[src/rtl/assert_macros.svh]
// Assertion helpers shared by the RTL files.
// Both macros sample on aclk and are disabled while aresetn is low.
`ifndef ASSERT_MACROS_SVH
`define ASSERT_MACROS_SVH

// The consequent must hold in the same cycle as the antecedent.
`define GHT_ASSERT_SAME(lbl, ante, cons, msg) \
    lbl: assert property (@(posedge aclk) disable iff (!aresetn) (ante) |-> (cons)) \
        else $error(msg);

// The consequent must hold in the cycle after the antecedent.
`define GHT_ASSERT_NEXT(lbl, ante, cons, msg) \
    lbl: assert property (@(posedge aclk) disable iff (!aresetn) (ante) |=> (cons)) \
        else $error(msg);

`endif

[src/rtl/ght_ram.sv]
// ----------------------------------------------------------------------------
// ght_ram
// Generic simple dual-port RAM: one write port, one read port, registered read.
// ----------------------------------------------------------------------------
module ght_ram #(
    parameter int WIDTH = 8,
    parameter int DEPTH = 16
) (
    input  logic                     aclk,
    input  logic                     we,
    input  logic [$clog2(DEPTH)-1:0] waddr,
    input  logic [WIDTH-1:0]         wdata,
    input  logic [$clog2(DEPTH)-1:0] raddr,
    output logic [WIDTH-1:0]         rdata
);

    logic [WIDTH-1:0] mem [DEPTH];
    logic [WIDTH-1:0] rdata_reg;

    always_ff @(posedge aclk) begin
        if (we) begin
            mem[waddr] <= wdata;
        end
        rdata_reg <= mem[raddr];
    end

    assign rdata = rdata_reg;

endmodule

[config.mk]
export PLATFORM = sky130hd
export DESIGN_NAME = ght_ram
export DESIGN_NICKNAME = d
export VERILOG_FILES = /design/src/rtl/assert_macros.svh /design/src/rtl/ght_ram.sv
export SDC_FILE = /design/constraint.sdc
export NUM_CORES = 1
export LEC_CHECK = 0
export ABC_AREA = 1
export BUFFER_PORTS_ARGS = -buffer_cell sky130_fd_sc_hd__buf_2
export CORE_ASPECT_RATIO = 0.75
export CORE_MARGIN = 2
export CORE_UTILIZATION = 40
export DETAILED_ROUTE_END_ITERATION = 8
export HOLD_SLACK_MARGIN = 0.15
export PLACE_DENSITY = 0.64
export SLEW_MARGIN = 0
export SYNTH_ARGS = -nofsm -noshare
export SYNTH_HDL_FRONTEND = slang
export SYNTH_SLANG_ARGS = --single-unit
[constraint.sdc]
create_clock -name aclk -period 2.4 [get_ports aclk]
set_clock_uncertainty 0.2 [all_clocks]
set_input_delay 0.48 -clock aclk [delete_from_list [all_inputs] [get_ports aclk]]
set_output_delay 0.48 -clock aclk [all_outputs]
set_load 0.03 [all_outputs]
Yosys cells after proc, flatten, opt, wreduce, memory -nomap -nowiden
Memory sizes are Yosys's and may differ from the RTL's. A register that Yosys moved wholly into a read port is not among the register bits.
Index checks and enable logic that the tools add are counted.
{ "classes": {"n_mux": 2} }
{ "op_table": {"columns": ["op", "count"], "rows": [
  ["two-way mux 1 bit", 2]
]} }
{ "word_totals": {"reg_bits": 0, "word_cells": 3, "ram_bits": 128, "n_memories": 1} }
{ "memory_table": {"columns": ["name", "depth", "word_bits", "rd", "rd_clocked_by_memory_dff", "wr", "line", "source"], "rows": [
  ["mem", 16, 8, 1, 1, 1, "ght_ram.sv:17", "logic [WIDTH-1:0] mem [DEPTH];"]
]} }

Depth between registers and ports, before layout
{ "depth": {"ltp_word": 2, "mapped_depth": 8, "ltp_nobuf": 7} }

Worst setup path after synthesis
No wires, ideal clock.
{ "synth_path": {"path_kind": "input-to-reg", "from": "in waddr[2]", "to": "mem mem[10][0] (enable)", "t_arrival_ps": 1061, "setup_ps": 370, "cell_stages": 2, "slack_ps": 769, "required_time_ps": 1830, "n_path_buf": 0, "cell_sequence": "nand3b_1 > nor2_1"} }
{ "synth_lines": {"columns": ["item", "line", "source"], "rows": [
  ["from (decl)", "ght_ram.sv:11", "input logic [$clog2(DEPTH)-1:0] waddr,"],
  ["to (decl)", "ght_ram.sv:17", null]
]} }
Straight into the memory's write port.

Worst setup path in the final report
{ "layout_path": {"from": "reg rdata_reg[7], in the netlist rdata[7], read port of mem", "to": "out rdata[7]"} }
{ "layout_lines": {"columns": ["item", "line", "source"], "rows": [
  ["from (decl)", "ght_ram.sv:18", "logic [WIDTH-1:0] rdata_reg;"],
  ["to (decl)", "ght_ram.sv:14", "output logic [WIDTH-1:0] rdata"]
]} }
No word-level cell between the ends.

==> run summary <==
Pins Over Slew Limit = 0
DIE AREA = 15400 µm²
CTS Buf Count = 17
Routed WL = 13680 µm
Combinational power share = 0.067
Via-to-Cell Ratio = 4.965
Cells after Synth = 551
Avg Cell Area, Syn = 10.47 µm²
CTS clk-pin slew, worst paths = 0.05 ns
Net Switching = 0.001176 W
Synthesized Nets = 569
Max rail drop VDD = 576.1 µV
Final Wtd Congestion = 0.8572
Chip Width = 142.6 µm
Library cells used by synthesis = 12
Fin Setup TNS = 0 ns
Clk_lat worst skew = 0.42 ns
Unrepaired setup endpoints after global routing = false
Iter 0 DRT Violations = 423
First-pass DRT Iterations = 5
Post-DP HPWL = 8517 µm
Dpl ws = 0.2894 ns
PostCTS Resize Cnt = 0
Drt drc = 0
FMAX = 588.7 MHz
Final Hold Fails = 0
Antenna-violating nets left = 0
Period utilization = 0.7078
Num rows = 37
Clock share of power = 0.421
Flops & latches, synth = 136
Initial antenna violation count = 0
Reg power frac = 0.512
Worst-path maximum fanout = 1
DR vias = 3843
LEAKAGE = 2.840 nW
Slack of the critical path = 0.7014 ns
Port buffer count = 25
Die Y = 108.0 µm
P_int = 0.004052 W
Ports = 26
ANT cells = 0
Outcome = complete, no violations
Max reg flops = 128
Filler instances = 1274
CTS Buffer Depth = 2
Net count, final = 605
H-tree depth = 4
Remaining Overflow, GRT = 0
Critical Path AT = 1.02 ns
Worst hold path type = in -> reg
Yosys warning count = 0
Final setup fails = 0
WP buf/inv = 1
Clock root cell = clkbuf_16
Sequential-to-total area share from yosys stat = 0.6943
Initial Util = 0.4152
Mapped Area = 5767 µm²
Worst-margin pin slew = 0.8680 ns
Crit-path leading delay family = flip-flops
Crit-path slowest cell = dfxtp_1
All-Layer GR Usage = 0.1898
Crit path time final = 1.699 ns
Max Cap Viol = 0
Worst Path Class, Setup = reg -> out
Pwr Density = 796.5 nW/µm²
Routed WL per cell = 17.68 µm
Global-route wire length before repair = 20890 µm
Cts hold-fix bufs = 0
Pwr Total = 0.005228 W
Worst stage delay on the critical path = 0.38 ns
Share of layout cells above drive strength 1 = 0.1085
Vias in the first global route = 3538
Slew headroom = 0.4192
P&R area growth vs syn = 13.82%
CTS tree = yes
Post-CTS Setup Bufs = 0
Most frequent cells in the layout = nand2_1 (173), edfxtp_1 (128), inv_1 (100), nand3_1 (97), buf_2 (25)
Clock sinks = 136
Commonest non-fill, non-tap cell in the layout = nand2_1
Largest net degree at the start of global routing = 65
Core region area = 13890 µm²
Switching share of total power = 0.2249
Worst setup EP type = primary output
Worst path required time = 1.72 ns
Critical-path cell list = buf_2
CP Launch Type = flip-flop
==> kinds of logic (layout without fill, tap and decap cells) <==
family	after synthesis	in the layout	synth area share
buf+inv	126	174	0.09525
flops	136	136	0.6943
simple gates	289	289	0.2105
==> cells in the mapped netlist <==
cell type  instances  area share
nand2_1          173        0.11
edfxtp_1         128        0.67
inv_1            100       0.065
nand3_1           97       0.084
nor2_1            17       0.011
buf_2             13       0.011
dfxtp_1            8       0.028
buf_6              6       0.012
buf_4              4      0.0052
inv_2              2      0.0013
nand3b_1           2      0.0026
buf_1              1     0.00065
==> final cells by class <==
type | instances | area, µm² | area share
inverter | 102 | 382.9 | 0.05833
multi-input combinational | 289 | 1214 | 0.1849
clock buffer | 26 | 459.2 | 0.06996
sequential | 136 | 4004 | 0.6100
clock inverter | 5 | 27.53 | 0.004194
timing repair buffer | 41 | 257.7 | 0.03927
tap | 175 | 219.0 | 0.03336
==> layer usage <==
metal  vias to the layer above  global-route usage  wire length [µm]  share of wire
met3                        10             0.05757              1260          0.092
li1                       1848                   -                 -              -
met1                      1831              0.2940              6655           0.49
met2                       154              0.2579              5675           0.41
met5                         -                   0                 0              0
met4                         0             0.04880                92         0.0067
==> path summary, 6_finish.rpt <==
| path | startpoint | to | slack [ns] | cells after the start |
|---|---|---|---|---|
| setup reg to reg | mem[1][3] | rdata[3] | 1.11 | 6 |
| hold / removal | raddr[3] | rdata[5] | 0.23 | 3 |
| setup / recovery | rdata[7] | rdata[7] | 0.70 | 1 |
| hold reg to reg | mem[6][7] | rdata[7] | 0.46 | 6 |
==> per-stage QoR <==
stage                     cells  hold WS (ns)    util  cell area [µm²]
after detailed placement    743        0.4424  0.4376             6077
after global routing        774        0.2244  0.4726             6564
after CTS                   774        0.2157  0.4726             6564
after global placement      743        0.4449  0.4376             6077
after floorplan             551        0.3789       -             5767
final                       774        0.2292  0.4726             6564
==> power groups by stage <==
stage	registers [W]	clock network, W	logic, W
2_1_floorplan	0.00275	0	0.000187
3_3_place_gp	0.00272	0	0.000347
3_5_place_dp	0.00272	0	0.000352
4_1_cts	0.00268	0.00223	0.000352
5_1_grt	0.00268	0.00234	0.000389
6_report	0.00268	0.00220	0.000352
Note: power is estimated with default switching activity, not from simulation.
