### config.mk
export PLATFORM = sky130hd
export DESIGN_NAME = ght_out_stage
export DESIGN_NICKNAME = d
export VERILOG_FILES = /design/src/rtl/assert_macros.svh /design/src/rtl/ght_pkg.sv /design/src/rtl/ght_out_stage.sv
export SDC_FILE = /design/constraint.sdc
export NUM_CORES = 1
export LEC_CHECK = 0
export BUFFER_PORTS_ARGS = -buffer_cell sky130_fd_sc_hd__buf_2
export CORE_MARGIN = 2
export CORE_UTILIZATION = 40
export CTS_CLUSTER_DIAMETER = 50
export DETAILED_ROUTE_END_ITERATION = 10
export GPL_ROUTABILITY_DRIVEN = 1
export HOLD_SLACK_MARGIN = 0.05
export PLACE_DENSITY = 0.9
export SLEW_MARGIN = 20
export SYNTH_ARGS = -nofsm -noshare
export SYNTH_HDL_FRONTEND = slang
export SYNTH_SLANG_ARGS = --single-unit
### constraint.sdc
create_clock -name aclk -period 1.03 [get_ports aclk]
set_clock_uncertainty 0.2 [all_clocks]
set_input_delay 0.2575 -clock aclk [delete_from_list [all_inputs] [get_ports aclk]]
set_output_delay 0.2575 -clock aclk [all_outputs]
set_load 0.02 [all_outputs]
### src/rtl/assert_macros.svh
// Assertion helpers shared by the RTL files.
// Both macros sample on aclk and are disabled while aresetn is low.
`ifndef ASSERT_MACROS_SVH
`define ASSERT_MACROS_SVH

// The consequent must hold in the same cycle as the antecedent.
`define GHT_ASSERT_SAME(lbl, ante, cons, msg) \
    lbl: assert property (@(posedge aclk) disable iff (!aresetn) (ante) |-> (cons)) \
        else $error(msg);

// The consequent must hold in the cycle after the antecedent.
`define GHT_ASSERT_NEXT(lbl, ante, cons, msg) \
    lbl: assert property (@(posedge aclk) disable iff (!aresetn) (ante) |=> (cons)) \
        else $error(msg);

`endif

### src/rtl/ght_pkg.sv
// ----------------------------------------------------------------------------
// ght_pkg
// Constants, codes and types shared by the generational handle table.
// ----------------------------------------------------------------------------
package ght_pkg;

    localparam int TABLE_SLOTS = 1024;
    localparam int IDX_W       = $clog2(TABLE_SLOTS);
    localparam int LINK_W      = $clog2(TABLE_SLOTS + 1);
    localparam int VER_W       = 16;
    localparam int HVER_W      = 15;
    localparam int META_W      = VER_W + LINK_W;
    localparam int DATA_W      = 8 + 16;

    localparam logic [LINK_W-1:0] SLOT_END    = LINK_W'(TABLE_SLOTS);
    localparam logic [HVER_W-1:0] VERSION_MAX = HVER_W'(32767);

    localparam logic [1:0] CMD_ALLOC  = 2'd0;
    localparam logic [1:0] CMD_CLAIM  = 2'd1;
    localparam logic [1:0] CMD_LOOKUP = 2'd2;

    localparam logic [2:0] ST_OK        = 3'd0;
    localparam logic [2:0] ST_FULL      = 3'd1;
    localparam logic [2:0] ST_NOT_FREE  = 3'd2;
    localparam logic [2:0] ST_STALE     = 3'd3;
    localparam logic [2:0] ST_BAD_INDEX = 3'd4;

    typedef struct packed {
        logic [2:0]        status;
        logic [9:0]        out_handle_index;
        logic [HVER_W-1:0] out_handle_version;
        logic [7:0]        found_list_index;
        logic [15:0]       found_entity_index;
    } result_t;

    // A free slot holds a negative version; claiming it negates and adds one,
    // saturating at the largest handle version.
    function automatic logic [HVER_W-1:0] next_version(input logic [VER_W-1:0] v);
        logic signed [VER_W:0] n;
        n = (VER_W + 1)'(1) - $signed({v[VER_W-1], v});
        if (n > $signed({2'b00, VERSION_MAX})) begin
            return VERSION_MAX;
        end
        return n[HVER_W-1:0];
    endfunction

endpackage

### src/rtl/ght_out_stage.sv
// ----------------------------------------------------------------------------
// ght_out_stage
// Output register of the result stream; holds one result until it is taken.
// ----------------------------------------------------------------------------
module ght_out_stage
    import ght_pkg::*;
(
    input  logic        aclk,
    input  logic        aresetn,
    input  logic        load,
    input  result_t     res,
    output logic        out_free,
    output logic        m_tvalid,
    input  logic        m_tready,
    output logic [55:0] m_tdata,  // out_handle_index, out_handle_version,
                                  // found_list_index, found_entity_index, zeros
    output logic [2:0]  m_tuser   // status
);

    logic    valid_reg;
    result_t data_reg;

    assign out_free = !valid_reg || m_tready;

    always_ff @(posedge aclk) begin
        if (!aresetn) begin
            valid_reg <= 1'b0;
        end else if (load) begin
            valid_reg <= 1'b1;
        end else if (m_tready) begin
            valid_reg <= 1'b0;
        end
    end

    always_ff @(posedge aclk) begin
        if (load) begin
            data_reg <= res;
        end
    end

    assign m_tvalid = valid_reg;
    assign m_tuser  = data_reg.status;
    assign m_tdata  = {7'b0, data_reg.found_entity_index, data_reg.found_list_index,
                       data_reg.out_handle_version, data_reg.out_handle_index};

endmodule

# Yosys cells after proc, flatten, opt, wreduce, memory -nomap -nowiden
# Cells that the tools add are included.
# word_totals
register_bits	53
inputBits	56
output_inout_bits	61
elab_cells	11
# classes
muxes	2
reduce_logical	3
# ops
op	count
$mux W1	2
$reduce_bool A2 Y1	1
$logic_not A1 Y1	1
$logic_or A1 B1 Y1	1

# Longest topological paths before layout
# Gate-level depths: netlist of the first run.
# logic_depth
depth_word	2
mapped_depth	2

# Least setup slack after synthesis of the first run
# OpenSTA, ideal clock, no wires.
# synth_path
path_kind	register -> output
start	register valid_reg (netlist: m_tvalid)
end	output out_free
arrival_ps	577
t_required_ps	572
setup_slack_ps	-4
stages_incl_launch_ff	2
cell_sequence	dfxtp_1 nand2b_4
# synth_between
elab_chain_cells	2
# synth_rtl
item	line	source
start, declared	ght_out_stage.sv:20	logic valid_reg;
start signal, assigned	ght_out_stage.sv:27	valid_reg <= 1'b0;
start signal, assigned	ght_out_stage.sv:29	valid_reg <= 1'b1;
start signal, assigned	ght_out_stage.sv:31	valid_reg <= 1'b0;
$logic_not A1 Y1	ght_out_stage.sv:23	assign out_free = !valid_reg || m_tready;
$logic_or A1 B1 Y1	ght_out_stage.sv:23	
end, declared	ght_out_stage.sv:12	output logic out_free,
# Every way passes these cells.

# Worst setup path in the final report of the first run
# layout_path
start	register data_reg (netlist bit m_tdata[22])
end	output m_tdata[22]
# layout_lines
item	line	source
start, declared	ght_out_stage.sv:21	result_t data_reg;
start signal, assigned	ght_out_stage.sv:37	data_reg <= res;
end, declared	ght_out_stage.sv:15	output logic [55:0] m_tdata,
# No word-level cell between the ends.

==> results of run 1 <==
==> cells in the mapped netlist <==
cell type | number | area share, %
a21boi_2 | 1 | 0.68
conb_1 | 1 | 0.23
inv_1 | 1 | 0.23
buf_4 | 7 | 3.2
nand2b_4 | 1 | 0.83
edfxtp_1 | 52 | 94
dfxtp_1 | 1 | 1.2
==> final timing paths <==
check,from,end,slack (ns),cells past startpoint
min reg2reg,m_tvalid,m_tvalid,0.41,3
min,res[46],m_tdata[7],-0.06,1
max,m_tdata[22],m_tdata[22],-0.28,1
max reg2reg,m_tvalid,m_tvalid,0.07,3
==> report_power, final <==
part	switching (mW)	total (mW)	internal (mW)
logic	0.382	0.771	0.389
registers	0.0674	2.62	2.55
clock network	0.583	1.13	0.548
total	1.03	4.52	3.49
==> layer usage <==
layer / global-route usage (%) / wire length (um) / vias up
li1: - / - / 503
met1: 15.0 / 1250 / 483
met2: 20.1 / 1860 / 76
met3: 7.63 / 368 / 2
met4: 6.75 / 23 / 0
met5: 0 / 0 / -
==> what timing repair did <==
item,in CTS,in global routing
gates resized for setup,14,69
setup endpoints to repair,54,54
cloned,0,0
endpoints found under the hold margin,53,53
==> final cells by class <==
class,count,area [um^2]
repair buffers,131,1030
well taps,50,62.6
flip-flops and latches,53,1590
clock buffers,8,90.1
fillers,265,1180
multi-input cells,9,51.3
inverters,1,3.75
==> state kept, by name (all words and copies together), names as in the netlist <==
name      count
m_tdata      49
m_tuser       3
m_tvalid      1
==> through the flow <==
stage | instances | power (mW)
2_1_floorplan | 70 | 2.93
3_3_place_gp | 226 | 3.21
3_5_place_dp | 226 | 3.22
4_1_cts | 234 | 4.37
5_1_grt | 252 | 4.71
6_report | 252 | 4.52
==> cells by family after synthesis <==
logic type	share of synthesized area [%]
simple gates	0.826
buf+inv	3.38
other cells	0.225
compound gates	0.676
flops	94.9
==> impl_metrics.ini, run 1 <==
[clock_network]
cts.path.max_buffers = 2
clkTransAtPathRegs_ns = 0.08
cts_tree = done
root_buffer = clkbuf_8
post_cts_buffers = 0
clock_sinks = 53
clk_latency_ns = 0.29
h-tree-depth = 2
numCtsBuffers = 5

[power]
irDropWorstVdd_mv = 0.895
pwr_density_cell_mw_per_mm2 = 1600
leakagePower_nw = 1.22

[detailed_routing]
drtIter0Drc = 92
ant_nets = 0
drc = 0
firstDrtPassIters = 4
vias_per_cell = 4.22
vias = 1064
wl_per_cell_um = 13.9
routed_wl_um = 3510

[yosys]
synthCells = 64
yosysWarnings = 0
avgSynthCellArea_um2 = 26.0
yosysSeqAreaShare_pct = 94.9
synth_seq_cells = 53
yosysUniqueCellTypes = 7
syn-cell-area_mm2 = 0.00167

[global_route]
grt_pass1_wl_um = 4140
grt_util_all_layers_pct = 13.3
grt_pass1_vias = 894
grt_max_degree = 27
antenna_found_initial = 0
grt-ovfl-total = 0

[status]
failed_checks = hold timing, setup timing
outcome = finished, violations left

[finish]
finish.utilization_pct = 70.6
drive_above_1_share_pct = 60.4
mostFrequentLayoutCells = buf_2 (69), edfxtp_1 (52), buf_6 (40)
final_common_cell = buf_2
areaGrowthSynthToFinish_pct = 69.4
final_cell_area_mm2 = 0.00282
nets = 257
antenna_cells = 0

[sta]
setup_slack_ns = -0.285
worst_hold_slack_ns = -0.0637
hold_violations = 34
rsz0062_at_grt = yes
tns_ns = -13.86
slew_violations = 0
finalSetupViolations = 72
finalCriticalPeriod_ns = 1.31
fin_crit_sh_pct = 128
fmax_mhz = 761

[floorplanning]
die_area_mm2 = 0.00470
start_util_pct = 41.7
ios = 117
dieHeight_um = 68.6
fp.dieW_um = 68.6
row_count = 23
core_area_mm2 = 0.00400

[placed_design]
dpl_cell_area_mm2 = 0.00230
io_buffers = 109
place.gp.congestion = 0.641
place_ws_ns = -0.0933

[critical_path]
path_delay_family = flip-flops
critPathSlowestCell = edfxtp_1
end_kind = output port
critPathRequiredTime_ns = 0.57
crit_type = reg2out
path_cells = buf_2
start_kind = flop
max_stage_delay_ns = 0.39
worst-path-buf-inv = 1
critPathArrivalTime_ns = 0.86
crit_fanout = 1

[min_path]
holdCritPathClass = in2reg

[job]
drv_cap = 0
No activity file was read; power rests on OpenSTA's default activity.
==> run 2, diff against run 1 <==
- CORE_UTILIZATION: 40 -> 35
- PLACE_DENSITY: 0.9 -> 0.82
- clock period: 1.03 -> 1.46 ns (I/O delays scaled with it)
==> impl_metrics.ini, run 2 (synthesized netlist as in run 1, its figures left out) <==
[status]
outcome = completed

[detailed_routing]
drtIter0Drc = 41
wl_per_cell_um = 12.9
vias_per_cell = 4.16
drc = 0
routed_wl_um = 3730
firstDrtPassIters = 4
ant_nets = 0
vias = 1197

[critical_path]
crit_type = reg2out
end_kind = output port
crit_fanout = 1
path_delay_family = flip-flops
max_stage_delay_ns = 0.42
critPathRequiredTime_ns = 0.89
path_cells = buf_6
critPathArrivalTime_ns = 0.88
start_kind = flop
worst-path-buf-inv = 1
critPathSlowestCell = edfxtp_1

[placed_design]
io_buffers = 109
place.gp.congestion = 0.616
hpwl_um = 2320
place_ws_ns = 0.149

[floorplanning]
row_count = 25
start_util_pct = 35.8
core_area_mm2 = 0.00466
die_area_mm2 = 0.00533
ios = 117
fp.dieW_um = 73.0
dieHeight_um = 73.0

[power]
leakagePower_nw = 1.28
irDropWorstVdd_mv = 0.764
pwr_density_cell_mw_per_mm2 = 1060
power_mw = 3.11

[finish]
mostFrequentLayoutCells = buf_2 (103), dlygate4sd3_1 (52), edfxtp_1 (52)
final_common_cell = buf_2
areaGrowthSynthToFinish_pct = 75.8
nFillCells = 352
largest_reg_flops = 49
antenna_cells = 0
nets = 289
drive_above_1_share_pct = 51.3

[sta]
finalSetupViolations = 0
tns_ns = 0
finalCriticalPeriod_ns = 1.44
fmax_mhz = 693
fin_crit_sh_pct = 98.9
setup_slack_ns = 0.0167
hold_violations = 0
rsz0062_at_grt = yes
slew_violations = 0

[min_path]
holdCritPathClass = in2reg

[clock_network]
cts.path.max_buffers = 2
root_buffer = clkbuf_8
clk_latency_ns = 0.29
cts_tree = done
clock_sinks = 53
h-tree-depth = 2
post_cts_buffers = 0
numCtsBuffers = 5
clkTransAtPathRegs_ns = 0.09

[global_route]
grt_pass1_wl_um = 5510
grt_pass1_vias = 1221
grt_util_all_layers_pct = 14.4
grt_max_degree = 31
antenna_found_initial = 0
grt-ovfl-total = 0

[job]
drv_cap = 0
## run 2: cell type report
class	instances	area, um^2	share of cell area [%]
Sequential cell	53	1580	54.0
Multi-Input combinational cell	9	51.3	1.75
Clock inverter	3	12.5	0.427
Clock buffer	5	68.8	2.35
Tap cell	54	67.6	2.31
Inverter	1	3.75	0.128
Timing Repair Buffer	163	1140	39.0
## run 2: repair_timing
action	4_1_cts	5_1_grt
gates cloned	0	0
hold buffers	52	0
resized for setup	1	12
hold endpoints to repair	52	0
setup endpoints to repair	1	7
## run 2: where the power goes
group | internal [mW] | switching, mW
Sequential | 1.80 | 0.0315
Clock | 0.323 | 0.428
Combinational | 0.246 | 0.280
Total | 2.37 | 0.739
## run 2: per-layer routing
| layer | vias to the layer above | share of wire (%) | GRT usage (%) |
|---|---|---|---|
| li1 | 569 | - | - |
| met1 | 557 | 38 | 15.2 |
| met2 | 66 | 54 | 25.9 |
| met3 | 5 | 7.5 | 5.80 |
| met4 | 0 | 1.2 | 4.32 |
| met5 | - | 0 | 0 |
## run 2: worst paths after layout
| path | end | cells past startpoint | from | slack [ns] |
|---|---|---|---|---|
| setup reg to reg | m_tvalid | 2 | m_tvalid | 0.66 |
| setup / recovery | m_tdata[28] | 1 | m_tdata[28] | 0.02 |
| hold / removal | m_tvalid | 2 | aresetn | 0.10 |
| hold reg to reg | m_tvalid | 2 | m_tvalid | 0.29 |
## run 2: metrics by stage
| stage | hold slack [ns] | cell area [um^2] | cells | util (%) |
|---|---|---|---|---|
| 3_3_place_gp | 0.278 | 2290 | 228 | 49.1 |
| 3_5_place_dp | 0.295 | 2290 | 228 | 49.1 |
| 6_report | 0.102 | 2930 | 288 | 62.9 |
| 5_1_grt | 0.113 | 2930 | 288 | 62.9 |
| 2_1_floorplan | 0.264 | 1690 | 70 | - |
| 4_1_cts | 0.0934 | 2890 | 288 | 62.1 |
==> run 3, diff against run 2 <==
- MAX_ROUTING_LAYER: default -> met4
- SETUP_SLACK_MARGIN: default -> 0.4
==> impl_metrics.ini, run 3 (synthesized netlist as in run 1, its figures left out) <==
[status]
outcome = completed

[finish]
mostFrequentLayoutCells = buf_2 (56), edfxtp_1 (52), buf_6 (52)
finish.utilization_pct = 58.6
final_common_cell = buf_2
final_cell_area_mm2 = 0.00273
areaGrowthSynthToFinish_pct = 64.0
largest_reg_flops = 49
drive_above_1_share_pct = 65.9
nets = 237

[sta]
hold_violations = 0
slew_violations = 0
worst_hold_slack_ns = 0.0322
tns_ns = 0
fin_crit_sh_pct = 97.7
fmax_mhz = 701
finalSetupViolations = 0
rsz0062_at_grt = yes
finalCriticalPeriod_ns = 1.43

[clock_network]
root_buffer = clkbuf_8
numCtsBuffers = 5
clock_sinks = 53
cts_tree = done
clk_latency_ns = 0.30
cts.path.max_buffers = 2
clkTransAtPathRegs_ns = 0.09
h-tree-depth = 2

[critical_path]
critPathRequiredTime_ns = 0.89
worst-path-buf-inv = 1
path_cells = nand2b_4, buf_6
crit_type = reg2out
path_delay_family = flip-flops
start_kind = flop
end_kind = output port
critPathSlowestCell = dfxtp_4
critPathArrivalTime_ns = 0.86
reg2reg_depth = 2
cp.depth = 2
max_stage_delay_ns = 0.37
crit_fanout = 2

[detailed_routing]
vias_per_cell = 4.22
routed_wl_um = 3320
wl_per_cell_um = 13.9
ant_nets = 0
drtIter0Drc = 46
firstDrtPassIters = 4
drc = 0
vias = 1005

[placed_design]
io_buffers = 109
place.gp.congestion = 0.705
hpwl_um = 2440
dpl_cell_area_mm2 = 0.00229

[floorplanning]
ios = 117
start_util_pct = 35.8
core_area_mm2 = 0.00466
fp.dieW_um = 73.0
row_count = 25
dieHeight_um = 73.0
die_area_mm2 = 0.00533

[global_route]
grt-ovfl-total = 0
grt_max_degree = 29
grt_pass1_wl_um = 4590
grt_util_all_layers_pct = 12.5
grt_pass1_vias = 961
antenna_found_initial = 2

[power]
pwr_density_cell_mw_per_mm2 = 1220
leakagePower_nw = 1.17
irDropWorstVdd_mv = 0.698

[min_path]
hold_depth = 1
holdCritPathClass = in2reg

[job]
drv_cap = 0
[run 3: worst paths after layout]
| path | start | to | slack (ns) |
|---|---|---|---|
| worst max-delay path | m_tvalid | out_free | 0.03 |
| worst min-delay path | res[18] | m_tdata[27] | 0.03 |
| worst max register to register | m_tvalid | m_tvalid | 0.65 |
| worst min register to register | m_tvalid | m_tvalid | 0.31 |
[run 3: repair_timing]
action,in CTS,in global routing
endpoints found under the hold margin,51,52
setup buffers,0,0
cloned,0,0
setup endpoints to repair,54,54
gates resized for setup,14,92
[run 3: through the flow]
| step | std cells | setup slack, ns | total power, mW |
|---|---|---|---|
| global placement | 228 | 0.151 | 2.25 |
| CTS | 236 | 0.0176 | 3.22 |
| finish | 238 | 0.0338 | 3.33 |
| floorplan | 70 | 0.377 | 2.06 |
| detailed placement | 228 | 0.138 | 2.27 |
| global route | 238 | -0.00594 | 3.45 |
[run 3: metal layers]
metal	GRT usage, %	up-vias	share of wire, %
met5	-	-	0
met4	5.56	0	1.5
met3	7.87	5	13
met2	18.9	72	49
met1	12.9	463	36
li1	-	465	-
[run 3: where the power goes]
part	switching, mW	internal (mW)
Clock	0.440	0.506
Combinational	0.257	0.270
Sequential	0.0540	1.80
Total	0.751	2.58
[run 3: layout make-up]
cell class / count / area [um^2]
antenna: 2 / 5.00
clock buffer: 6 / 72.6
tap: 54 / 67.6
sequential: 53 / 1590
multi-input combinational: 9 / 51.3
fill: 359 / 1930
timing repair buffer: 111 / 913
clock inverter: 2 / 33.8
inverter: 1 / 3.75
